--- src/rtl/core/cbrt_pkg.sv ---
// Shared widths, register codes, reset values and types of the color blob run tracker.
package cbrt_pkg;

  // field widths
  localparam int PIX_W      = 8;
  localparam int COL_W      = 10;
  localparam int RUN_W      = 11;
  localparam int AREA_W     = 21;
  localparam int WIN_W      = 9;
  localparam int CFG_IDX_W  = 3;
  localparam int CFG_DATA_W = 21;

  // configuration register indexes
  localparam logic [CFG_IDX_W-1:0] CFG_HUE_CENTER     = 3'd0;
  localparam logic [CFG_IDX_W-1:0] CFG_HUE_HALFWIDTH  = 3'd1;
  localparam logic [CFG_IDX_W-1:0] CFG_SAT_CENTER     = 3'd2;
  localparam logic [CFG_IDX_W-1:0] CFG_SAT_HALFWIDTH  = 3'd3;
  localparam logic [CFG_IDX_W-1:0] CFG_AREA_THRESHOLD = 3'd4;
  localparam logic [CFG_IDX_W-1:0] CFG_RUN_THRESHOLD  = 3'd5;

  // configuration reset values
  localparam logic signed [WIN_W-1:0] HUE_CENTER_RST    = 9'sd0;
  localparam logic [WIN_W-1:0]        HUE_HALFWIDTH_RST = 9'd20;
  localparam logic signed [WIN_W-1:0] SAT_CENTER_RST    = -9'sd51;
  localparam logic [WIN_W-1:0]        SAT_HALFWIDTH_RST = 9'd75;
  localparam logic [AREA_W-1:0]       AREA_THRESH_RST   = 21'd300;
  localparam logic [RUN_W-1:0]        RUN_THRESH_RST    = 11'd26;

  // divider widths: 765*255 needs 18 bits, r+g+b needs 10 bits
  localparam int DIVIDEND_W = 18;
  localparam int DIVISOR_W  = 10;
  localparam int DIV_CNT_W  = $clog2(DIVIDEND_W);

  localparam logic [5:0] HUE_SCALE = 6'd60;
  localparam logic [9:0] SAT_SCALE = 10'd765;

  // row tracking limits
  localparam logic [COL_W-1:0]  COL_LAST = 10'd1023;
  localparam logic [AREA_W-1:0] AREA_MAX = '1;
  localparam logic [RUN_W-1:0]  RUN_MAX  = '1;

  // classifier-to-tracker queue
  localparam int QUEUE_DEPTH = 2;

  typedef struct packed {
    logic signed [WIN_W-1:0] hue_center;
    logic [WIN_W-1:0]        hue_half;
    logic signed [WIN_W-1:0] sat_center;
    logic [WIN_W-1:0]        sat_half;
  } win_cfg_t;

  typedef struct packed {
    logic [AREA_W-1:0] area_thr;
    logic [RUN_W-1:0]  run_thr;
  } thr_cfg_t;

  typedef struct packed {
    logic [PIX_W-1:0] blue;
    logic [PIX_W-1:0] green;
    logic [PIX_W-1:0] red;
    logic             row_end;
    logic             frame_end;
    logic             match;
  } item_t;

endpackage

--- src/rtl/core/cbrt_if.sv ---
// Pixel request and result request channel interfaces.
interface cbrt_in_if;
  import cbrt_pkg::*;
  logic             valid;
  logic             ready;
  logic [PIX_W-1:0] pix_blue;
  logic [PIX_W-1:0] pix_green;
  logic [PIX_W-1:0] pix_red;
  logic             row_end;
  logic             frame_end;

  modport source (output valid, pix_blue, pix_green, pix_red, row_end, frame_end,
                  input ready);
  modport sink (input valid, pix_blue, pix_green, pix_red, row_end, frame_end,
                output ready);
endinterface

interface cbrt_out_if;
  import cbrt_pkg::*;
  logic              valid;
  logic              ready;
  logic [PIX_W-1:0]  out_blue;
  logic [PIX_W-1:0]  out_green;
  logic [PIX_W-1:0]  out_red;
  logic              is_match;
  logic              frame_done;
  logic              ball_found;
  logic [COL_W-1:0]  ball_x;
  logic [AREA_W-1:0] match_area;
  logic [RUN_W-1:0]  longest_run;
  logic [RUN_W-1:0]  row_width;

  modport source (output valid, out_blue, out_green, out_red, is_match, frame_done,
                  ball_found, ball_x, match_area, longest_run, row_width,
                  input ready);
  modport sink (input valid, out_blue, out_green, out_red, is_match, frame_done,
                ball_found, ball_x, match_area, longest_run, row_width,
                output ready);
endinterface

--- src/rtl/core/cbrt_div.sv ---
// Restoring divider, one quotient bit per cycle.
module cbrt_div (
  input  logic                            clk,
  input  logic                            rst_n,
  input  logic                            start,
  input  logic [cbrt_pkg::DIVIDEND_W-1:0] dividend,
  input  logic [cbrt_pkg::DIVISOR_W-1:0]  divisor,
  output logic                            busy,
  output logic [cbrt_pkg::DIVIDEND_W-1:0] quotient
);
  import cbrt_pkg::*;

  logic                  busy_r;
  logic [DIV_CNT_W-1:0]  cnt_r;
  logic [DIVISOR_W-1:0]  rem_r;
  logic [DIVISOR_W-1:0]  rem_nxt;
  logic [DIVISOR_W-1:0]  dvs_r;
  logic [DIVIDEND_W-1:0] quo_r;
  logic [DIVISOR_W:0]    trial;
  logic                  take;

  // trial subtract of the next dividend bit
  always_comb begin
    trial   = {rem_r, quo_r[DIVIDEND_W-1]};
    take    = (trial >= {1'b0, dvs_r});
    rem_nxt = take ? DIVISOR_W'(trial - {1'b0, dvs_r}) : trial[DIVISOR_W-1:0];
  end

  // step control
  always_ff @(posedge clk) begin
    if (!rst_n) begin
      busy_r <= 1'b0;
      cnt_r  <= '0;
    end else if (start) begin
      busy_r <= 1'b1;
      cnt_r  <= '0;
    end else if (busy_r) begin
      cnt_r <= cnt_r + 1'b1;
      if (cnt_r == DIV_CNT_W'(DIVIDEND_W - 1)) begin
        busy_r <= 1'b0;
      end
    end
  end

  // shift remainder and quotient
  always_ff @(posedge clk) begin
    if (start) begin
      rem_r <= '0;
      dvs_r <= divisor;
      quo_r <= dividend;
    end else if (busy_r) begin
      rem_r <= rem_nxt;
      quo_r <= {quo_r[DIVIDEND_W-2:0], take};
    end
  end

  assign busy     = busy_r;
  assign quotient = quo_r;

endmodule

--- src/rtl/core/cbrt_front.sv ---
// Pixel classifier: hue and saturation through two dividers, then window match.
module cbrt_front (
  input  logic               clk,
  input  logic               rst_n,
  cbrt_in_if.sink            in_pix,
  input  cbrt_pkg::win_cfg_t win,
  output logic               push_valid,
  input  logic               push_ready,
  output cbrt_pkg::item_t    push_item
);
  import cbrt_pkg::*;

  localparam logic [1:0] S_IDLE = 2'd0;
  localparam logic [1:0] S_PREP = 2'd1;
  localparam logic [1:0] S_DIV  = 2'd2;
  localparam logic [1:0] S_PUSH = 2'd3;

  localparam logic [1:0] SEC_RED   = 2'd0;
  localparam logic [1:0] SEC_GREEN = 2'd1;
  localparam logic [1:0] SEC_BLUE  = 2'd2;

  logic [1:0]       state_r;
  logic [1:0]       state_nxt;
  logic [PIX_W-1:0] blue_r;
  logic [PIX_W-1:0] green_r;
  logic [PIX_W-1:0] red_r;
  logic             row_end_r;
  logic             frame_end_r;
  logic             hue_neg_r;
  logic [1:0]       hue_sec_r;
  logic             grey_r;
  logic             sum_zero_r;

  logic             red_max;
  logic             green_max;
  logic [1:0]       hue_sec;
  logic [PIX_W-1:0] mx;
  logic [PIX_W-1:0] mn;
  logic [PIX_W-1:0] delta;
  logic [PIX_W:0]   diff;
  logic [PIX_W:0]   diff_abs;
  logic [13:0]      hue_num;
  logic [DIVIDEND_W-1:0] sat_num;
  logic [DIVISOR_W-1:0]  sum;
  logic                  div_start;
  logic                  hue_busy;
  logic                  sat_busy;
  logic [DIVIDEND_W-1:0] hue_quo;
  logic [DIVIDEND_W-1:0] sat_quo;

  logic signed [9:0]  hue_abs;
  logic signed [9:0]  hue_part;
  logic signed [9:0]  hue_ofs;
  logic signed [9:0]  hue_val;
  logic signed [9:0]  sat_val;
  logic signed [10:0] hue_lo;
  logic signed [10:0] hue_hi;
  logic signed [10:0] sat_lo;
  logic signed [10:0] sat_hi;
  logic               match;

  // pick the max channel with red, green, blue priority
  always_comb begin
    red_max   = (red_r >= green_r) && (red_r >= blue_r);
    green_max = !red_max && (green_r >= blue_r);
    if (red_max) begin
      hue_sec = SEC_RED;
      mx      = red_r;
      diff    = {1'b0, green_r} - {1'b0, blue_r};
    end else if (green_max) begin
      hue_sec = SEC_GREEN;
      mx      = green_r;
      diff    = {1'b0, blue_r} - {1'b0, red_r};
    end else begin
      hue_sec = SEC_BLUE;
      mx      = blue_r;
      diff    = {1'b0, red_r} - {1'b0, green_r};
    end
    mn = red_r;
    if (green_r < mn) mn = green_r;
    if (blue_r < mn) mn = blue_r;
    delta    = mx - mn;
    diff_abs = diff[PIX_W] ? (~diff + 1'b1) : diff;
    hue_num  = 14'(diff_abs[PIX_W-1:0]) * 14'(HUE_SCALE);
    sat_num  = DIVIDEND_W'(mn) * DIVIDEND_W'(SAT_SCALE);
    sum      = DIVISOR_W'(red_r) + DIVISOR_W'(green_r) + DIVISOR_W'(blue_r);
  end

  assign div_start = (state_r == S_PREP);

  cbrt_div u_hue_div (
    .clk      (clk),
    .rst_n    (rst_n),
    .start    (div_start),
    .dividend (DIVIDEND_W'(hue_num)),
    .divisor  (DIVISOR_W'(delta)),
    .busy     (hue_busy),
    .quotient (hue_quo)
  );

  cbrt_div u_sat_div (
    .clk      (clk),
    .rst_n    (rst_n),
    .start    (div_start),
    .dividend (sat_num),
    .divisor  (sum),
    .busy     (sat_busy),
    .quotient (sat_quo)
  );

  // finish hue and saturation, compare against the windows
  always_comb begin
    hue_abs  = $signed({3'b000, hue_quo[6:0]});
    hue_part = hue_neg_r ? -hue_abs : hue_abs;
    unique case (hue_sec_r)
      SEC_RED:   hue_ofs = 10'sd0;
      SEC_GREEN: hue_ofs = 10'sd120;
      SEC_BLUE:  hue_ofs = -10'sd120;
      default:   hue_ofs = 10'sd0;
    endcase
    hue_val = grey_r ? 10'sd0 : (hue_ofs + hue_part);
    sat_val = sum_zero_r ? 10'sd0 : (10'sd255 - $signed({2'b00, sat_quo[7:0]}));
    hue_lo  = $signed({{2{win.hue_center[WIN_W-1]}}, win.hue_center})
              - $signed({2'b00, win.hue_half});
    hue_hi  = $signed({{2{win.hue_center[WIN_W-1]}}, win.hue_center})
              + $signed({2'b00, win.hue_half});
    sat_lo  = $signed({{2{win.sat_center[WIN_W-1]}}, win.sat_center})
              - $signed({2'b00, win.sat_half});
    sat_hi  = $signed({{2{win.sat_center[WIN_W-1]}}, win.sat_center})
              + $signed({2'b00, win.sat_half});
    match   = ($signed({hue_val[9], hue_val}) > hue_lo)
              && ($signed({hue_val[9], hue_val}) < hue_hi)
              && ($signed({sat_val[9], sat_val}) > sat_lo)
              && ($signed({sat_val[9], sat_val}) < sat_hi);
  end

  // sequence one pixel at a time
  always_comb begin
    state_nxt = state_r;
    unique case (state_r)
      S_IDLE:  if (in_pix.valid) state_nxt = S_PREP;
      S_PREP:  state_nxt = S_DIV;
      S_DIV:   if (!hue_busy && !sat_busy) state_nxt = S_PUSH;
      S_PUSH:  if (push_ready) state_nxt = S_IDLE;
      default: state_nxt = S_IDLE;
    endcase
  end

  always_ff @(posedge clk) begin
    if (!rst_n) begin
      state_r <= S_IDLE;
    end else begin
      state_r <= state_nxt;
    end
  end

  // capture the pixel request, then the divider setup
  always_ff @(posedge clk) begin
    if (state_r == S_IDLE && in_pix.valid) begin
      blue_r      <= in_pix.pix_blue;
      green_r     <= in_pix.pix_green;
      red_r       <= in_pix.pix_red;
      row_end_r   <= in_pix.row_end;
      frame_end_r <= in_pix.frame_end;
    end
    if (state_r == S_PREP) begin
      hue_neg_r  <= diff[PIX_W];
      hue_sec_r  <= hue_sec;
      grey_r     <= (delta == '0);
      sum_zero_r <= (sum == '0);
    end
  end

  assign in_pix.ready = (state_r == S_IDLE);
  assign push_valid   = (state_r == S_PUSH);

  always_comb begin
    push_item.blue      = blue_r;
    push_item.green     = green_r;
    push_item.red       = red_r;
    push_item.row_end   = row_end_r;
    push_item.frame_end = frame_end_r;
    push_item.match     = match;
  end

endmodule

--- src/rtl/core/cbrt_queue.sv ---
// Small FIFO between the classifier and the run tracker.
module cbrt_queue #(
  parameter int DEPTH = cbrt_pkg::QUEUE_DEPTH
) (
  input  logic            clk,
  input  logic            rst_n,
  input  logic            push_valid,
  output logic            push_ready,
  input  cbrt_pkg::item_t push_item,
  output logic            pop_valid,
  input  logic            pop_ready,
  output cbrt_pkg::item_t pop_item
);
  import cbrt_pkg::*;

  localparam int PTR_W = (DEPTH > 1) ? $clog2(DEPTH) : 1;
  localparam int CNT_W = $clog2(DEPTH + 1);

  item_t            mem_r [DEPTH];
  logic [PTR_W-1:0] wr_ptr_r;
  logic [PTR_W-1:0] rd_ptr_r;
  logic [CNT_W-1:0] count_r;
  logic             push_fire;
  logic             pop_fire;

  assign push_ready = (count_r != CNT_W'(DEPTH));
  assign pop_valid  = (count_r != '0);
  assign push_fire  = push_valid && push_ready;
  assign pop_fire   = pop_valid && pop_ready;
  assign pop_item   = mem_r[rd_ptr_r];

  // store incoming request
  always_ff @(posedge clk) begin
    if (push_fire) begin
      mem_r[wr_ptr_r] <= push_item;
    end
  end

  // advance pointers and fill count
  always_ff @(posedge clk) begin
    if (!rst_n) begin
      wr_ptr_r <= '0;
      rd_ptr_r <= '0;
      count_r  <= '0;
    end else begin
      if (push_fire) begin
        wr_ptr_r <= (wr_ptr_r == PTR_W'(DEPTH - 1)) ? '0 : wr_ptr_r + 1'b1;
      end
      if (pop_fire) begin
        rd_ptr_r <= (rd_ptr_r == PTR_W'(DEPTH - 1)) ? '0 : rd_ptr_r + 1'b1;
      end
      if (push_fire && !pop_fire) begin
        count_r <= count_r + 1'b1;
      end else if (pop_fire && !push_fire) begin
        count_r <= count_r - 1'b1;
      end
    end
  end

`ifndef SYNTH
  a_count_bound: assert property (@(posedge clk) disable iff (!rst_n)
    count_r <= CNT_W'(DEPTH))
    else $error("queue fill count above depth");

  a_push_grows: assert property (@(posedge clk) disable iff (!rst_n)
    (push_fire && !pop_fire) |=> (count_r == CNT_W'($past(count_r) + 1'b1)))
    else $error("queue count did not grow on push");

  a_empty_ptrs: assert property (@(posedge clk) disable iff (!rst_n)
    (count_r == '0) |-> (wr_ptr_r == rd_ptr_r))
    else $error("empty queue with pointers apart");
`endif

endmodule

--- src/rtl/core/cbrt_back.sv ---
// Run tracker: area count, longest run, frame summary and the output register.
module cbrt_back (
  input  logic               clk,
  input  logic               rst_n,
  input  logic               pop_valid,
  output logic               pop_ready,
  input  cbrt_pkg::item_t    pop_item,
  input  cbrt_pkg::thr_cfg_t thr,
  cbrt_out_if.source         out_res
);
  import cbrt_pkg::*;

  logic [COL_W-1:0]  column_r,      column_nxt;
  logic [RUN_W-1:0]  run_len_r,     run_len_nxt;
  logic [COL_W-1:0]  run_start_r,   run_start_nxt;
  logic [RUN_W-1:0]  best_run_r,    best_run_nxt;
  logic [COL_W-1:0]  best_center_r, best_center_nxt;
  logic [AREA_W-1:0] area_r,        area_nxt;

  logic [COL_W:0]    span;
  logic [RUN_W-1:0]  width_now;
  logic [AREA_W-1:0] sum_area;
  logic [RUN_W-1:0]  sum_run;
  logic [COL_W-1:0]  sum_center;
  logic              found;
  logic              take;

  logic              out_valid_r;
  logic [PIX_W-1:0]  out_blue_r;
  logic [PIX_W-1:0]  out_green_r;
  logic [PIX_W-1:0]  out_red_r;
  logic              is_match_r;
  logic              frame_done_r;
  logic              ball_found_r;
  logic [COL_W-1:0]  ball_x_r;
  logic [AREA_W-1:0] match_area_r;
  logic [RUN_W-1:0]  longest_run_r;
  logic [RUN_W-1:0]  row_width_r;

  assign pop_ready = !out_valid_r || out_res.ready;
  assign take      = pop_valid && pop_ready;

  // update run statistics for one pixel
  always_comb begin
    area_nxt        = area_r;
    run_len_nxt     = run_len_r;
    run_start_nxt   = run_start_r;
    best_run_nxt    = best_run_r;
    best_center_nxt = best_center_r;
    column_nxt      = column_r;
    span            = {1'b0, column_r} - {1'b0, run_start_r};
    width_now       = {1'b0, column_r} + 1'b1;

    if (pop_item.match) begin
      if (area_r != AREA_MAX) area_nxt = area_r + 1'b1;
      if (run_len_r == '0) run_start_nxt = column_r;
      if (run_len_r != RUN_MAX) run_len_nxt = run_len_r + 1'b1;
    end else begin
      // close the open run
      if (run_len_r > best_run_r) begin
        best_center_nxt = run_start_r + span[COL_W:1];
        best_run_nxt    = run_len_r;
      end
      run_len_nxt = '0;
    end

    sum_area   = area_nxt;
    sum_run    = best_run_nxt;
    sum_center = best_center_nxt;
    found      = (area_nxt > thr.area_thr) && (best_run_nxt > thr.run_thr);

    // drop an open run at row or frame end, hold column at the last position
    if (pop_item.row_end || pop_item.frame_end) begin
      run_len_nxt = '0;
      column_nxt  = '0;
    end else if (column_r < COL_LAST) begin
      column_nxt = column_r + 1'b1;
    end

    // clear statistics after the summary
    if (pop_item.frame_end) begin
      run_len_nxt     = '0;
      run_start_nxt   = '0;
      best_run_nxt    = '0;
      best_center_nxt = '0;
      area_nxt        = '0;
      column_nxt      = '0;
    end
  end

  always_ff @(posedge clk) begin
    if (!rst_n) begin
      column_r      <= '0;
      run_len_r     <= '0;
      run_start_r   <= '0;
      best_run_r    <= '0;
      best_center_r <= '0;
      area_r        <= '0;
    end else if (take) begin
      column_r      <= column_nxt;
      run_len_r     <= run_len_nxt;
      run_start_r   <= run_start_nxt;
      best_run_r    <= best_run_nxt;
      best_center_r <= best_center_nxt;
      area_r        <= area_nxt;
    end
  end

  // hold the result until the sink takes it
  always_ff @(posedge clk) begin
    if (!rst_n) begin
      out_valid_r <= 1'b0;
    end else if (take) begin
      out_valid_r <= 1'b1;
    end else if (out_res.ready) begin
      out_valid_r <= 1'b0;
    end
  end

  always_ff @(posedge clk) begin
    if (take) begin
      out_blue_r    <= {1'b0, pop_item.blue[PIX_W-1:1]};
      out_green_r   <= {1'b0, pop_item.green[PIX_W-1:1]};
      out_red_r     <= pop_item.match ? '1 : {1'b0, pop_item.red[PIX_W-1:1]};
      is_match_r    <= pop_item.match;
      frame_done_r  <= pop_item.frame_end;
      ball_found_r  <= pop_item.frame_end && found;
      ball_x_r      <= pop_item.frame_end ? sum_center : '0;
      match_area_r  <= pop_item.frame_end ? sum_area : '0;
      longest_run_r <= pop_item.frame_end ? sum_run : '0;
      row_width_r   <= pop_item.frame_end ? width_now : '0;
    end
  end

  assign out_res.valid       = out_valid_r;
  assign out_res.out_blue    = out_blue_r;
  assign out_res.out_green   = out_green_r;
  assign out_res.out_red     = out_red_r;
  assign out_res.is_match    = is_match_r;
  assign out_res.frame_done  = frame_done_r;
  assign out_res.ball_found  = ball_found_r;
  assign out_res.ball_x      = ball_x_r;
  assign out_res.match_area  = match_area_r;
  assign out_res.longest_run = longest_run_r;
  assign out_res.row_width   = row_width_r;

endmodule

--- src/rtl/core/color_blob_run_tracker.sv ---
// Top level: configuration registers, pixel classifier, queue and run tracker.
// Throughput: a new pixel is accepted only after the last one is written to the queue,
//   set by the two 18-step restoring dividers (accept, divider setup, 18 divide steps,
//   a check of the dividers, the queue write); a full queue holds the classifier.
// Path: classifier, queue, output register; only result sink stalls hold results back.
// Reset (synchronous, rst_n low): registers return to their defaults, statistics
//   clear and the queue empties; no clearing pass is needed.
module color_blob_run_tracker #(
  parameter int QUEUE_DEPTH = cbrt_pkg::QUEUE_DEPTH
) (
  input  logic                            clk,
  input  logic                            rst_n,
  cbrt_in_if.sink                         in_pix,
  cbrt_out_if.source                      out_res,
  input  logic                            cfg_we,
  input  logic [cbrt_pkg::CFG_IDX_W-1:0]  cfg_index,
  input  logic [cbrt_pkg::CFG_DATA_W-1:0] cfg_wdata
);
  import cbrt_pkg::*;

  win_cfg_t win_r;
  thr_cfg_t thr_r;
  logic     push_valid;
  logic     push_ready;
  item_t    push_item;
  logic     pop_valid;
  logic     pop_ready;
  item_t    pop_item;

  // write configuration registers
  always_ff @(posedge clk) begin
    if (!rst_n) begin
      win_r.hue_center <= HUE_CENTER_RST;
      win_r.hue_half   <= HUE_HALFWIDTH_RST;
      win_r.sat_center <= SAT_CENTER_RST;
      win_r.sat_half   <= SAT_HALFWIDTH_RST;
      thr_r.area_thr   <= AREA_THRESH_RST;
      thr_r.run_thr    <= RUN_THRESH_RST;
    end else if (cfg_we) begin
      unique case (cfg_index)
        CFG_HUE_CENTER:     win_r.hue_center <= $signed(cfg_wdata[WIN_W-1:0]);
        CFG_HUE_HALFWIDTH:  win_r.hue_half   <= cfg_wdata[WIN_W-1:0];
        CFG_SAT_CENTER:     win_r.sat_center <= $signed(cfg_wdata[WIN_W-1:0]);
        CFG_SAT_HALFWIDTH:  win_r.sat_half   <= cfg_wdata[WIN_W-1:0];
        CFG_AREA_THRESHOLD: thr_r.area_thr   <= cfg_wdata[AREA_W-1:0];
        CFG_RUN_THRESHOLD:  thr_r.run_thr    <= cfg_wdata[RUN_W-1:0];
        default: ;
      endcase
    end
  end

  cbrt_front u_front (
    .clk        (clk),
    .rst_n      (rst_n),
    .in_pix     (in_pix),
    .win        (win_r),
    .push_valid (push_valid),
    .push_ready (push_ready),
    .push_item  (push_item)
  );

  cbrt_queue #(
    .DEPTH (QUEUE_DEPTH)
  ) u_queue (
    .clk        (clk),
    .rst_n      (rst_n),
    .push_valid (push_valid),
    .push_ready (push_ready),
    .push_item  (push_item),
    .pop_valid  (pop_valid),
    .pop_ready  (pop_ready),
    .pop_item   (pop_item)
  );

  cbrt_back u_back (
    .clk       (clk),
    .rst_n     (rst_n),
    .pop_valid (pop_valid),
    .pop_ready (pop_ready),
    .pop_item  (pop_item),
    .thr       (thr_r),
    .out_res   (out_res)
  );

endmodule

--- src/flat_wrapper.sv ---
// flat-port wrapper written by rule: the top's interface ports become plain ports
module color_blob_run_tracker_flat import cbrt_pkg::*;
#(
  parameter int QUEUE_DEPTH = cbrt_pkg::QUEUE_DEPTH
)
  (clk, rst_n, cfg_we, cfg_index, cfg_wdata, in_pix_valid, in_pix_pix_blue, in_pix_pix_green, in_pix_pix_red, in_pix_row_end, in_pix_frame_end, in_pix_ready, out_res_valid, out_res_out_blue, out_res_out_green, out_res_out_red, out_res_is_match, out_res_frame_done, out_res_ball_found, out_res_ball_x, out_res_match_area, out_res_longest_run, out_res_row_width, out_res_ready);
  cbrt_in_if in_pix_i ();
  cbrt_out_if out_res_i ();
  input  logic clk;
  input  logic rst_n;
  input  logic cfg_we;
  input  logic [cbrt_pkg::CFG_IDX_W-1:0] cfg_index;
  input  logic [cbrt_pkg::CFG_DATA_W-1:0] cfg_wdata;
  input wire logic [$bits(in_pix_i.valid)-1:0] in_pix_valid;
  input wire logic [$bits(in_pix_i.pix_blue)-1:0] in_pix_pix_blue;
  input wire logic [$bits(in_pix_i.pix_green)-1:0] in_pix_pix_green;
  input wire logic [$bits(in_pix_i.pix_red)-1:0] in_pix_pix_red;
  input wire logic [$bits(in_pix_i.row_end)-1:0] in_pix_row_end;
  input wire logic [$bits(in_pix_i.frame_end)-1:0] in_pix_frame_end;
  output wire logic [$bits(in_pix_i.ready)-1:0] in_pix_ready;
  output wire logic [$bits(out_res_i.valid)-1:0] out_res_valid;
  output wire logic [$bits(out_res_i.out_blue)-1:0] out_res_out_blue;
  output wire logic [$bits(out_res_i.out_green)-1:0] out_res_out_green;
  output wire logic [$bits(out_res_i.out_red)-1:0] out_res_out_red;
  output wire logic [$bits(out_res_i.is_match)-1:0] out_res_is_match;
  output wire logic [$bits(out_res_i.frame_done)-1:0] out_res_frame_done;
  output wire logic [$bits(out_res_i.ball_found)-1:0] out_res_ball_found;
  output wire logic [$bits(out_res_i.ball_x)-1:0] out_res_ball_x;
  output wire logic [$bits(out_res_i.match_area)-1:0] out_res_match_area;
  output wire logic [$bits(out_res_i.longest_run)-1:0] out_res_longest_run;
  output wire logic [$bits(out_res_i.row_width)-1:0] out_res_row_width;
  input wire logic [$bits(out_res_i.ready)-1:0] out_res_ready;
  assign in_pix_i.valid = in_pix_valid;
  assign in_pix_i.pix_blue = in_pix_pix_blue;
  assign in_pix_i.pix_green = in_pix_pix_green;
  assign in_pix_i.pix_red = in_pix_pix_red;
  assign in_pix_i.row_end = in_pix_row_end;
  assign in_pix_i.frame_end = in_pix_frame_end;
  assign in_pix_ready = in_pix_i.ready;
  assign out_res_valid = out_res_i.valid;
  assign out_res_out_blue = out_res_i.out_blue;
  assign out_res_out_green = out_res_i.out_green;
  assign out_res_out_red = out_res_i.out_red;
  assign out_res_is_match = out_res_i.is_match;
  assign out_res_frame_done = out_res_i.frame_done;
  assign out_res_ball_found = out_res_i.ball_found;
  assign out_res_ball_x = out_res_i.ball_x;
  assign out_res_match_area = out_res_i.match_area;
  assign out_res_longest_run = out_res_i.longest_run;
  assign out_res_row_width = out_res_i.row_width;
  assign out_res_i.ready = out_res_ready;
  color_blob_run_tracker #(.QUEUE_DEPTH(QUEUE_DEPTH)) u_core (.clk(clk), .rst_n(rst_n), .in_pix(in_pix_i), .out_res(out_res_i), .cfg_we(cfg_we), .cfg_index(cfg_index), .cfg_wdata(cfg_wdata));
endmodule
--- config.mk ---
export PLATFORM = sky130hd
export DESIGN_NAME = color_blob_run_tracker_flat
export DESIGN_NICKNAME = d
export VERILOG_FILES = /design/src/rtl/core/cbrt_pkg.sv /design/src/rtl/core/cbrt_if.sv /design/src/rtl/core/cbrt_div.sv /design/src/rtl/core/cbrt_front.sv /design/src/rtl/core/cbrt_queue.sv /design/src/rtl/core/cbrt_back.sv /design/src/rtl/core/color_blob_run_tracker.sv /design/src/flat_wrapper.sv
export SDC_FILE = /design/constraint.sdc
export NUM_CORES = 1
export LEC_CHECK = 0
export BUFFER_PORTS_ARGS = -buffer_cell sky130_fd_sc_hd__buf_2
export CELL_PAD_IN_SITES_DETAIL_PLACEMENT = 0
export CELL_PAD_IN_SITES_GLOBAL_PLACEMENT = 1
export CORE_UTILIZATION = 45
export DETAILED_ROUTE_END_ITERATION = 10
export GPL_ROUTABILITY_DRIVEN = 1
export PLACE_DENSITY = 0.76
export REMOVE_ABC_BUFFERS = 1
export SETUP_SLACK_MARGIN = 0.05
export SYNTH_ARGS = -nofsm -noshare
export SYNTH_HDL_FRONTEND = slang
export SYNTH_HIERARCHICAL = 1
export SYNTH_SLANG_ARGS = --single-unit
--- constraint.sdc ---
create_clock -name clk -period 19.6 [get_ports clk]
set_clock_uncertainty 0.05 [all_clocks]
set_input_delay 0.98 -clock clk [delete_from_list [all_inputs] [get_ports clk]]
set_output_delay 0.98 -clock clk [all_outputs]
set_load 0.03 [all_outputs]
---- Word level (Yosys, flattened, before mapping) ----
Memories as Yosys holds them, arrays and structs flattened. A register that Yosys moved wholly into a read port is not among the register bits.
Cells that the tools add are included.
W data, S select, Z words.
storage, ports and cells
  RAM bits ................................ 54
  bits in registers ....................... 343
  memories kept ........................... 1
  latch bits .............................. 0
  ROM bits ................................ 0
  input bits .............................. 55
  output and inout bits ................... 82
  logic and storage cells ................. 218
operators by class
  div/mod/pow operators ................... 0
  shifts and indexed selects .............. 0
  magnitude comparators ................... 15
  equal/unequal tests ..................... 19
  $mul .................................... 2
  bitwise gates (word level) .............. 2
  mux-type cells .......................... 58
  $add $sub $neg .......................... 28
  reduce and logical (&&, ||, !) cells .... 45
memory list
  memory                words  width  rd ports  clocked after memory_dff  write ports  RTL line          text
  u_core.u_queue.mem_r  2      27     1         1                         1            cbrt_queue.sv:19  item_t mem_r [DEPTH];
operators by type and width
  kind                     number
  $mux W10                 14
  $mux W11                 7
  $mux W21                 3
  $mux W8                  6
  $mux W18                 2
  $mux W14                 2
  $sub A8 B8 Y9            3
  $ge A8 B8 Y1             3
  $add A9 B10 Y11          2
  $gt A10 B11 Y1           2
  $gt A11 B11 Y1           2
  $lt A10 B11 Y1           2
  $sub A9 B10 Y11          2
  $add A21 B1 Y21 const B  1
  $gt A21 B21 Y1           1
  $ne A21 B21 Y1 const B   1
  $add A10 B10 Y10         2
  $pmux W10 S2             1
  $mul A8 B10 Y18 const B  1
  $mux W9                  2
  $lt A8 B8 Y1             2
  $reduce_and A2 Y1        8
  $mux W1                  14
  $reduce_bool A2 Y1       7
  45 further kinds         79

---- Depth between registers and ports, before layout ----
Gate-level depths: netlist of the first run.
  depth in word-level cells ............... 11
  mapped depth ............................ 37
  depth with buffers taken out ............ 34

---- Modules after synthesis ----
The synthesis of the first run kept the hierarchy.
modules (own cells, without submodules)
  module                  sequential area each (um2)  cells each  times used  area each (um2)
  cbrt_front              970.9                       1070        1           8974.9
  cbrt_back               3793.6                      857         1           8516.9
  cbrt_div                1161.1                      196         2           2284.7
  color_blob_run_tracker  1361.3                      261         1           2653.8
  cbrt_queue              1721.7                      108         1           2188.3

---- Least setup slack after synthesis of the first run ----
OpenSTA, ideal clock, no wires.
  path type ............................... register to register
  from .................................... reg u_core.u_front.green_r[1]
  to ...................................... reg u_core.u_front.u_sat_div.quo_r[14] (netlist: u_core/u_front/u_sat_div/quotient[14]), data pin
  data required time ...................... 19.290 ns
  data arrival time ....................... 7.758 ns
  setup time .............................. 0.260 ns
  buffers on the path ..................... 3
  period minus slack after synthesis ...... 8.067 ns
  slack ................................... 11.533 ns
  cell stages (with the launch flop) ...... 34
  cells stage by stage .................... edfxtp_1 > inv_1 > ha_1 > nor2b_1 > o21ai_1 > a21oi_1 > o21ai_1 > clkbuf_1 > a21oi_1 > ha_1 > a21o_1 > a211o_1 > o22a_1 > buf_6 > clkbuf_1 > o21ai_0 > inv_1 > fa_1 > inv_1 > fa_1 > inv_1 > fa_1 > inv_1 > ha_1 > o21ai_0 > a21boi_0 > o21ai_0 > nand2_1 > a21o_1 > a21oi_1 > o22ai_1 > or2_2 > xor2_1 > mux2_2
between the ends
  word-level cells in the longest chain between the ends .. 6
ends and longest elaborated chain
  item                                  RTL line           text
  start, declared                       cbrt_front.sv:25   logic [PIX_W-1:0] green_r;
  start signal, assigned                cbrt_front.sv:161  green_r <= in_pix.pix_green;
  $lt A8 B8 Y1                          cbrt_front.sv:80   if (green_r < mn) mn = green_r;
  $mux W8 *                             cbrt_front.sv:80
  $lt A8 B8 Y1                          cbrt_front.sv:81   if (blue_r < mn) mn = blue_r;
  $mux W8 *                             cbrt_front.sv:81
  named net u_core.u_front.mn[1]        cbrt_front.sv:38   logic [PIX_W-1:0] mn;
  $mul A8 B10 Y18 *                     cbrt_front.sv:85   sat_num = DIVIDEND_W'(mn) * DIVIDEND_W'(SAT_SCALE);
  named net u_core.u_front.sat_num[14]  cbrt_front.sv:43   logic [DIVIDEND_W-1:0] sat_num;
  $mux W18 *                            cbrt_div.sv:47     if (start) begin
  end signal, assigned                  cbrt_div.sv:50     quo_r <= dividend;
  end signal, assigned                  cbrt_div.sv:53     quo_r <= {quo_r[DIVIDEND_W-2:0], take};
  end, declared                         cbrt_div.sv:18     logic [DIVIDEND_W-1:0] quo_r;
Mark *: on every way through the listed nets, which the timed path passes. The rest lies on a longest branch.
A chain may end at the register's enable or synchronous reset.

---- Worst setup path in the final report of the first run ----
  from .................................... reg u_core.u_front.green_r[1]
  to ...................................... reg u_core.u_front.u_sat_div.quo_r[16] (netlist: u_core/u_front/u_sat_div/quotient[16]), data pin
between the ends
  word-level cells in the longest chain between the ends .. 6
ends and longest elaborated chain
  item                                  RTL line
  $lt A8 B8 Y1                          cbrt_front.sv:80
  $mux W8 *                             cbrt_front.sv:80
  $lt A8 B8 Y1                          cbrt_front.sv:81
  $mux W8 *                             cbrt_front.sv:81
  $mul A8 B10 Y18 *                     cbrt_front.sv:85
  named net u_core.u_front.sat_num[16]  cbrt_front.sv:43
  $mux W18 *                            cbrt_div.sv:47
Marked as above.

==> results of run 1 <==
[stage by stage]
step | util, % | cell area, sq um
after floorplan | - | 26200
after global placement | 48.1 | 28000
after detailed placement | 48.1 | 28000
after CTS | 50.6 | 29400
after global routing | 50.6 | 29400
final | 50.6 | 29400
[layout by cell type, fill, tap and decap left out, drive strengths merged, types with 9 or more instances in the layout]
| cell | instances |
|---|---|
| a211oi | 29 |
| a21boi | 13 |
| a21o | 50 |
| a21oi | 137 |
| a22o | 16 |
| a22oi | 11 |
| a31oi | 15 |
| and2 | 43 |
| and3 | 18 |
| and4 | 10 |
| buf | 150 |
| clkbuf | 57 |
| clkinv | 16 |
| conb | 10 |
| dfxtp | 181 |
| edfxtp | 212 |
| fa | 56 |
| ha | 279 |
| inv | 286 |
| mux2 | 69 |
| mux2i | 108 |
| nand2 | 175 |
| nand2b | 31 |
| nand3 | 49 |
| nand4 | 34 |
| nor2 | 166 |
| nor2b | 68 |
| nor3 | 28 |
| o211ai | 9 |
| o21a | 32 |
| o21ai | 111 |
| o21bai | 25 |
| o22ai | 10 |
| o31ai | 11 |
| or2 | 19 |
| or3 | 14 |
| xnor2 | 115 |
| xor2 | 52 |
[worst max path at each step]
stage | slack (ns) | start | to | cells after the start
after floorplan | 11.51 | u_core/u_front/green_r[1]$_DFFE_PP_ | u_core/u_front/u_sat_div/quotient[14]$_DFFE_PP_ | 31
after CTS | 10.28 | u_core/u_front/green_r[1]$_DFFE_PP_ | u_core/u_front/u_sat_div/quotient[14]$_DFFE_PP_ | 34
after detailed placement | 10.33 | u_core/u_front/green_r[1]$_DFFE_PP_ | u_core/u_front/u_sat_div/quotient[14]$_DFFE_PP_ | 34
final | 10.25 | u_core/u_front/green_r[1]$_DFFE_PP_ | u_core/u_front/u_sat_div/quotient[16]$_DFFE_PP_ | 34
after global placement | 10.43 | u_core/u_front/green_r[1]$_DFFE_PP_ | u_core/u_front/u_sat_div/quotient[14]$_DFFE_PP_ | 34
after global routing | 9.48 | u_core/u_front/green_r[1]$_DFFE_PP_ | u_core/u_front/u_sat_div/quotient[16]$_DFFE_PP_ | 31
[sequential cells by signal, indices dropped and copies added, names as in the netlist, 11 cells and up, named ones only]
| register | flops |
|---|---|
| u_core/u_front/u_sat_div/quotient | 18 |
| u_core/u_queue/mem_r | 48 |
| u_core/win_r | 36 |
| u_core/u_back/area_r | 21 |
| u_core/u_front/u_hue_div/quotient | 18 |
| u_core/u_back/run_len_r | 11 |
| u_core/u_back/best_run_r | 11 |
| u_core/u_back/out_res.row_width | 11 |
| u_core/thr_r | 32 |
| u_core/u_back/out_res.longest_run | 11 |
| u_core/u_back/out_res.match_area | 21 |
[layout make-up]
type,count,share of cell area [%]
well taps,765,3.25
clock buffers,57,4.08
repair buffers,150,2.70
inverters,283,3.62
clock inverters,23,0.808
flip-flops and latches,393,33.9
multi-input cells,1917,51.6
[metal layers]
metal / global-route usage (%) / share of wire, % / vias up / wire, microns
met2: 32.9 / 46 / 412 / 28300
li1: - / - / 9632 / -
met1: 28.9 / 48 / 9398 / 29600
met3: 2.88 / 4.9 / 66 / 3060
met5: 0 / 0.014 / - / 9
met4: 4.48 / 1.8 / 2 / 1100
[worst max-delay path: cells and delay by family (launching register included)]
kind                     cells  cell delay, ns
AO/OA/AOI/OAI               15            4.05
adder cells (fa/ha/maj)      7            2.91
AND/OR/NAND/NOR              5            0.64
flip-flops                   1            0.56
buffers and inverters        5            0.51
multiplexers                 1            0.27
XOR/XNOR                     1            0.11
==> impl_results.md, run 1 <==
* Status: complete, no violations
* Reg2Reg Capture Point: u_core/u_front/u_sat_div/quotient[16]$_DFFE_PP_
* DRT Pass-1 Iters at 5
* Fmax at around 0.11 GHz
* Most used cell along the critical path: inv_1
* Data required, critical path at about 20 ns
* Hold Crit Depth at 0
* Final #Nets at around 3200
* Avg Cell Area, Syn at 9.96 sq um
* # IOs at around 140
* Clock sink count at slightly below 400
* Vias per cell at between 5 and 6
* CP peak stage delay at ~0.85 ns
* Setup crit start kind: flip-flop
* Post-CTS resize count at 0
* First-pass GRT wire length at around 99 mm
* Setup slack after layout at 10.25 ns
* Max-Cap Viols at 0
* CTS H-tree lvls at 2
* Final setup violation count at 0
* Synth warnings at 6
* FP Rows at between 80 and 90
* Die Width at 246 microns
* CTS root buf: clkbuf_16
* Critical path arrival at between 9 and 10 ns
* Die area at ~60000 sq um
* Final WL at about 62 mm
* Cells after Synth at 2679
* TritonCTS clock tree: yes
* Diode count at 0
* Slew Limit Headroom at 15.4%
* Largest net degree at the start of global routing at approximately 90
* Area grow syn2layout at 10.3%
* Critical setup path kind: flip-flop to flip-flop
* Hold Crit Class: flip-flop to flip-flop
* Setup Buffers After CTS at 0
* Reg area at about 10000 sq um
* Setup TNS at 0 ns
* Antenna violations before repair at 2
* Core Area at slightly below 60000 sq um
* Worst Max-Slew Pin Slew at roughly 1.3 ns
* Period minus WS final at a little over 9 ns
* Unrepaired setup endpoints after global routing: false
* Filler cells at approximately 5400
* # port buffers at about 130
* Fin cells at between 3000 and 4000
* Average wire per standard cell at between 15 and 20 microns
* Layout cells sized above 1 at 12.3%
* Dpl hpwl at roughly 47 mm
* Iteration-0 DRC Markers at 1260
* Total GRT Usage at between 20% and 30%
* Area of the multi-input gates at about 15000 sq um
* Antenna viol nets, final at 0
* Critical-path top delay cell: o21ai_1
* Tcrit/Tclk final at ~48%
* Clk_lat worst skew at roughly 0.59 ns
* Worst Path Max Fanout at 18
* Synthesized area at roughly 27000 sq um
* Grt ovf at 0
* Final Hold Fails at 0
* Dpl ws at 10.33 ns
* Fin Hold WS at around 0.4 ns
* CTS max path bufs at 3
* Slew Viols, Final at 0
* Hold EP: u_core/u_queue/mem_r[1][1]$_DFFE_PP_
* Clock slew at reported path FFs at approximately 0.060 ns
* Starting Density at 45.9%
* Number of buffers created by CTS at 43
* CTS Hold Bufs at 0
* Via Count at ~20000
* Final GP Congestion at ~0.9
* DRC at 0
* Placed cells at 3508
* Reg-to-Reg Start: u_core/u_front/green_r[1]$_DFFE_PP_
* Die span in y at 246 microns
* Flop2flop setup slack at around 10 ns
* Worst Hold Launch: u_core/u_front/frame_end_r$_DFFE_PP_
* Crit end category: flip-flop
* Vias in the first global route at 18757
* Logic depth of the worst register-to-register path at 34
Power of run 1 is left out: the tool's default activity adds up to more than one toggle a clock period on the data nets, which glitch-free logic cannot reach.
==> inputs of run 2 (changes only) <==
==> constraint.sdc (replaced) <==
create_clock -name clk -period 9.7 [get_ports clk]
set_clock_uncertainty 0.05 [all_clocks]
set_input_delay 0.485 -clock clk [delete_from_list [all_inputs] [get_ports clk]]
set_output_delay 0.485 -clock clk [all_outputs]
set_load 0.03 [all_outputs]
==> run 2 against run 1 <==
Critical path depth stayed put. Via count grew 0.31%. Register-to-register slack got worse by 9.5 ns. Core utilization rose by 0.20 points. Setup slack got worse by 9.5 ns. Maximum frequency rose by 4.9%. Hold slack lost 0.38 ns.
==> impl_results.md, run 2 (same netlist as run 1, synthesis figures left out) <==
* Status: complete, no violations
* Uppermost layer routed: met5
* Tcrit/Tclk final at 91.9% (+44 points)
* Via Count at 19570 (+0.31%)
* Antenna viol nets, final at 0 (unchanged)
* Hold EP: u_core/u_front/frame_end_r$_DFFE_PP_
* Largest net degree at the start of global routing at 91 (unchanged)
* Clock slew at reported path FFs at 0.06 ns (about the same)
* Core Area at 58100 sq um (unchanged)
* Largest registers in the final layout: u_core/u_queue/mem_r (48), u_core/win_r (36), u_core/thr_r (32)
* Setup Buffers After CTS at 0 (unchanged)
* # port buffers at 134 (unchanged)
* Antenna violations before repair at 1 (-1)
* DRC at 0 (unchanged)
* Most used cell along the critical path: inv_1
* Reg-to-Reg Start: u_core/u_front/green_r[1]$_DFFE_PP_
* Met2 wire length at 28.4 mm (+0.43%)
* CTS root buf: clkbuf_16
* Slew Limit Headroom at 22.2% (+6.8 points)
* Clock sink count at 393 (unchanged)
* Average wire per standard cell at 17.4 microns (+0.50%)
* Area grow syn2layout at 10.7%
* Diode count at 0 (unchanged)
* Setup TNS at 0 ns (unchanged)
* Grt ovf at 0 (unchanged)
* Vias per cell at 5.43 (about the same)
* # IOs at 137 (unchanged)
* Setup crit start kind: flip-flop
* Critical path arrival at 9.19 ns (-0.43 ns)
* Worst Max-Slew Pin Slew at 1.16 ns (-0.102 ns)
* Final setup violation count at 0 (unchanged)
* Die span in y at 246 microns (unchanged)
* Metal1 wirelength at 30.6 mm (+3.4%)
* Period minus WS final at 8.92 ns (-0.433 ns)
* CTS H-tree lvls at 2 (unchanged)
* Commonest non-fill, non-tap cell in the layout: inv_1
* Unrepaired setup endpoints after global routing: false
* Worst Hold Launch: in_pix_frame_end
* First-pass GRT wire length at 100 mm (+1.3%)
* Critical setup path kind: flip-flop to flip-flop
* Flop2flop setup slack at 0.78 ns (-9.47 ns)
* Commonest cells after routing, fill and taps aside: inv_1, ha_1, edfxtp_1
* Clk_lat worst skew at 0.59 ns (about the same)
* Vias in the first global route at 19069 (+1.7%)
* Hold Crit Class: primary input to flip-flop
* Data required, critical path at 9.97 ns (-9.90 ns)
* Total GRT Usage at 20.7% (+0.32 points)
* Layout cells sized above 1 at 12.3% (+0.085 points)
* Slew Viols, Final at 0 (unchanged)
* Dpl hpwl at 47.0 mm (+0.16%)
* Final WL at 62.6 mm (+0.87%)
* Die Width at 246 microns (unchanged)
* Logic depth of the worst register-to-register path at 34 (unchanged)
* Number of buffers created by CTS at 44 (+2.3%)
* DRT Pass-1 Iters at 5 (unchanged)
* Final Hold Fails at 0 (unchanged)
* Max-Cap Viols at 0 (unchanged)
* Start point of the critical path: u_core/u_front/green_r[1]$_DFFE_PP_
* Fmax at 0.112 GHz (+4.9%)
* Critical-path top delay cell: fa_1
* CTS max path bufs at 3 (unchanged)
* Wire length on met3 at 2.48 mm (-19%)
* FP Rows at 88 (unchanged)
* Worst Path Max Fanout at 18 (unchanged)
* TritonCTS clock tree: yes
* Most flop-heavy register: u_core/u_queue/mem_r
* Hold Crit Depth at 1 (+1)
* CP peak stage delay at 0.61 ns (-0.24 ns)
* Max FFs per register at 48 (unchanged)
* Reg2Reg Capture Point: u_core/u_front/u_sat_div/quotient[14]$_DFFE_PP_
* Starting Density at 45.9% (unchanged)
* Die area at 60300 sq um (unchanged)
* Final #Nets at 3191 (+0.41%)
* Final GP Congestion at 0.910 (+1.1%)
* Crit end category: flip-flop
* Iteration-0 DRC Markers at 1070 (-15%)
[run 2: cell count changes in the layout (fill, tap and decap cells not counted), sizes merged]
cell	delta
clkinv	+1
inv	-2
clkinvlp	+6
dlygate4sd3	+12
clkbuf	-4
[run 2: critical path, delay by kind of cell (launching register included)]
| kind | cells | cell delay [ns] |
|---|---|---|
| muxes | 1 | 0.25 |
| DFF | 1 | 0.58 |
| and+or+nand+nor | 6 | 0.89 |
| xor gates and xnor gates | 1 | 0.14 |
| adders and majority gates | 7 | 2.91 |
| buffers and inverters | 5 | 0.50 |
| AOI/OAI and AO/OA | 14 | 3.29 |
[run 2: area by class of cell]
cell class	count	area [sq um]
repair buffers	162	913
inverters	283	1070
clock inverters	28	287
clock buffers	53	1140
well taps	765	957
multi-input cells	1917	15200
flip-flops and latches	393	9990
fillers	5276	28600
[run 2: metrics by stage]
stage / util, % / worst slack [ns] / hold WS (ns) / instance area (sq um) / instances
global route: 50.8 / 0.109 / 0.00188 / 29500 / 3601
CTS: 50.8 / 0.630 / 0.000329 / 29500 / 3601
detailed placement: 48.2 / 0.705 / 0.395 / 28000 / 3508
global placement: 48.2 / 0.801 / 0.379 / 28000 / 3508
floorplan: - / 1.61 / 0.371 / 26200 / 2593
finish: 50.8 / 0.782 / 0.0243 / 29500 / 3601
[run 2: what timing repair did]
action	4_1_cts	5_1_grt
hold buffers	12	0
hold endpoints to repair	12	0
gates resized for setup	0	1
setup endpoints to repair	0	3
[run 2: metal layers]
metal / global-route usage [%] / vias to the layer above
li1: - / 9668
met1: 29.6 / 9453
met2: 33.2 / 380
met3: 2.76 / 67
met4: 4.79 / 2
met5: 0 / -
[run 2: worst max-delay path by stage]
stage	slack, ns	depth (start not counted)	endpoint
final	0.78	34	u_core/u_front/u_sat_div/quotient[14]$_DFFE_PP_
after global routing	0.11	34	u_core/u_front/u_sat_div/quotient[16]$_DFFE_PP_
after CTS	0.63	34	u_core/u_front/u_sat_div/quotient[14]$_DFFE_PP_
after detailed placement	0.71	34	u_core/u_front/u_sat_div/quotient[16]$_DFFE_PP_
after global placement	0.80	33	u_core/u_front/u_sat_div/quotient[14]$_DFFE_PP_
after floorplan	1.61	31	u_core/u_front/u_sat_div/quotient[14]$_DFFE_PP_
Power of run 2 is left out for the same reason.
==> inputs of run 3 (changes only) <==
--- a/config.mk
+++ b/config.mk
@@ -11,6 +11,7 @@
 export CORE_UTILIZATION = 45
 export DETAILED_ROUTE_END_ITERATION = 10
 export GPL_ROUTABILITY_DRIVEN = 1
+export MAX_ROUTING_LAYER = met4
 export PLACE_DENSITY = 0.76
 export REMOVE_ABC_BUFFERS = 1
 export SETUP_SLACK_MARGIN = 0.05
==> run 3 against run 2 <==
Non-clock buffer count fell by 3. Core utilization rose by 0.16 points. Register-to-register slack got worse by 0.02 ns. Flip-flop and latch count did not move. Die area did not move. Maximum frequency fell by 0.25%. Cell area rose by 0.31%. Cell count barely moved.
==> impl_results.md, run 3 (same netlist as run 1, synthesis figures left out) <==
* Unrepaired setup endpoints after global routing: false
* Slew Limit Headroom at 15.1% (-7.1 points)
* Die span in y at 246 microns (unchanged)
* Clk_lat worst skew at 0.59 ns (about the same)
* CTS root buf: clkbuf_16
* Worst Max-Slew Pin Slew at 1.27 ns (+0.106 ns)
* Reg-to-Reg Start: u_core/u_front/green_r[1]$_DFFE_PP_
* Via Count at 19497 (-0.37%)
* Starting Density at 45.9% (unchanged)
* Antenna viol nets, final at 0 (unchanged)
* Dpl hpwl at 46.9 mm (-0.21%)
* Max-Cap Viols at 0 (unchanged)
* # port buffers at 134 (unchanged)
* Crit end category: flip-flop
* Slew Viols, Final at 0 (unchanged)
* Tcrit/Tclk final at 92.2% (+0.23 points)
* Final setup violation count at 0 (unchanged)
* Period minus WS final at 8.94 ns (+0.0220 ns)
* Most flop-heavy register: u_core/u_queue/mem_r
* Largest registers in the final layout: u_core/u_queue/mem_r (48), u_core/win_r (36), u_core/thr_r (32)
* CTS H-tree lvls at 2 (unchanged)
* Die Width at 246 microns (unchanged)
* Most used cell along the critical path: inv_1
* Logic depth of the worst register-to-register path at 34 (unchanged)
* Clock slew at reported path FFs at 0.07 ns (about the same)
* Vias per cell at 5.41 (-0.40%)
* Antenna violations before repair at 1 (unchanged)
* Area grow syn2layout at 11.0%
* Commonest non-fill, non-tap cell in the layout: inv_1
* TritonCTS clock tree: yes
* Hold Crit Depth at 1 (unchanged)
* DRT Pass-1 Iters at 5 (unchanged)
* Critical setup path kind: flip-flop to flip-flop
* Total GRT Usage at 21.3% (+0.50 points)
* Final Hold Fails at 0 (unchanged)
* Core Area at 58100 sq um (unchanged)
* Data required, critical path at 10.00 ns (+0.03 ns)
* Largest net degree at the start of global routing at 75 (-18%)
* # IOs at 137 (unchanged)
* Critical-path top delay cell: fa_1
* CTS max path bufs at 3 (unchanged)
* Fmax at 0.112 GHz (-0.25%)
* Layout cells sized above 1 at 12.6% (+0.28 points)
* Clock sink count at 393 (unchanged)
* Die area at 60300 sq um (unchanged)
* Max FFs per register at 48 (unchanged)
* First-pass GRT wire length at 99.8 mm (-0.32%)
* Number of buffers created by CTS at 45 (+2.3%)
* DRC at 0 (unchanged)
* Setup TNS at 0 ns (unchanged)
* FP Rows at 88 (unchanged)
* Reg2Reg Capture Point: u_core/u_front/u_sat_div/quotient[14]$_DFFE_PP_
* CP peak stage delay at 0.62 ns (about the same)
* Commonest cells after routing, fill and taps aside: inv_1, ha_1, edfxtp_1
* Setup crit start kind: flip-flop
* Worst Hold Launch: in_pix_pix_blue[6]
* Average wire per standard cell at 17.3 microns (-0.50%)
* Final WL at 62.3 mm (-0.48%)
* Worst Path Max Fanout at 18 (unchanged)
* Critical path arrival at 9.24 ns (+0.05 ns)
* Final GP Congestion at 0.918 (+0.84%)
* Grt ovf at 0 (unchanged)
* Status: complete, no violations
* Flop2flop setup slack at 0.76 ns (-0.02 ns)
* Hold EP: u_core/u_front/blue_r[6]$_DFFE_PP_
* Final #Nets at 3189 (-0.063%)
* Iteration-0 DRC Markers at 1022 (-4.5%)
* Hold Crit Class: primary input to flip-flop
* Vias in the first global route at 18934 (-0.71%)
run 3: cell count changes in the layout (fill, tap and decap cells not counted), moves of 2 or more:
cell           delta
clkbuf_16         +4
clkbuf_1          -3
clkinvlp_4        -4
clkinv_2          +2
dlygate4sd3_1     -4
clkbuf_8          +3
run 3: timing repair:
action                     4_1_cts  5_1_grt
hold buffers                     8        0
resized for setup                0        1
hold endpoints to repair         8        0
setup buffers                    0        0
setup endpoints to repair        0        3
run 3: final cells by class:
| class | count | area, sq um |
|---|---|---|
| inverters | 283 | 1070 |
| well taps | 765 | 957 |
| clock inverters | 27 | 275 |
| multi-input cells | 1917 | 15200 |
| fillers | 5360 | 28500 |
| clock buffers | 57 | 1270 |
| flip-flops and latches | 393 | 9990 |
| diodes | 1 | 2.50 |
| repair buffers | 159 | 881 |
run 3: how the worst max path moves through the flow:
stage                                              startpoint                                              end  slack (ns)  cells past startpoint
after CTS                 u_core/u_front/green_r[1]$_DFFE_PP_  u_core/u_front/u_sat_div/quotient[16]$_DFFE_PP_        0.58                     34
after global routing      u_core/u_front/green_r[1]$_DFFE_PP_  u_core/u_front/u_sat_div/quotient[16]$_DFFE_PP_        0.09                     34
final                     u_core/u_front/green_r[1]$_DFFE_PP_  u_core/u_front/u_sat_div/quotient[14]$_DFFE_PP_        0.76                     34
after detailed placement  u_core/u_front/green_r[1]$_DFFE_PP_  u_core/u_front/u_sat_div/quotient[14]$_DFFE_PP_        0.66                     34
after global placement    u_core/u_front/green_r[1]$_DFFE_PP_  u_core/u_front/u_sat_div/quotient[14]$_DFFE_PP_        0.76                     34
after floorplan           u_core/u_front/green_r[1]$_DFFE_PP_  u_core/u_front/u_sat_div/quotient[14]$_DFFE_PP_        1.61                     31
run 3: metrics by stage:
step	setup slack (ns)	hold WS, ns	std cells	util (%)	cell area [sq um]
floorplan	1.61	0.371	2593	-	26200
finish	0.760	0.0268	3602	51.0	29600
global route	0.0902	0.00215	3602	51.0	29600
CTS	0.581	0.000322	3601	51.0	29600
global placement	0.764	0.376	3509	48.2	28000
detailed placement	0.656	0.393	3509	48.2	28000
run 3: metal layers:
| layer | vias up | share of wire, % | track usage [%] | wire length, microns |
|---|---|---|---|---|
| met5 | - | 0 | - | 0 |
| met4 | 0 | 1.9 | 5.19 | 1210 |
| met3 | 80 | 4.5 | 2.96 | 2820 |
| met2 | 398 | 45 | 32.9 | 28100 |
| met1 | 9352 | 48 | 29.3 | 30200 |
| li1 | 9667 | - | - | - |
run 3: worst max-delay path, delay by kind of cell, from the launching register on:
| kind | cells | cell delay (ns) |
|---|---|---|
| buffers and inverters | 5 | 0.51 |
| adder cells (fa/ha/maj) | 7 | 2.93 |
| flip-flops | 1 | 0.58 |
| AO/OA/AOI/OAI | 14 | 3.30 |
| XOR/XNOR | 1 | 0.14 |
| multiplexers | 1 | 0.26 |
| AND/OR/NAND/NOR | 6 | 0.92 |
Power of run 3 is left out for the same reason.
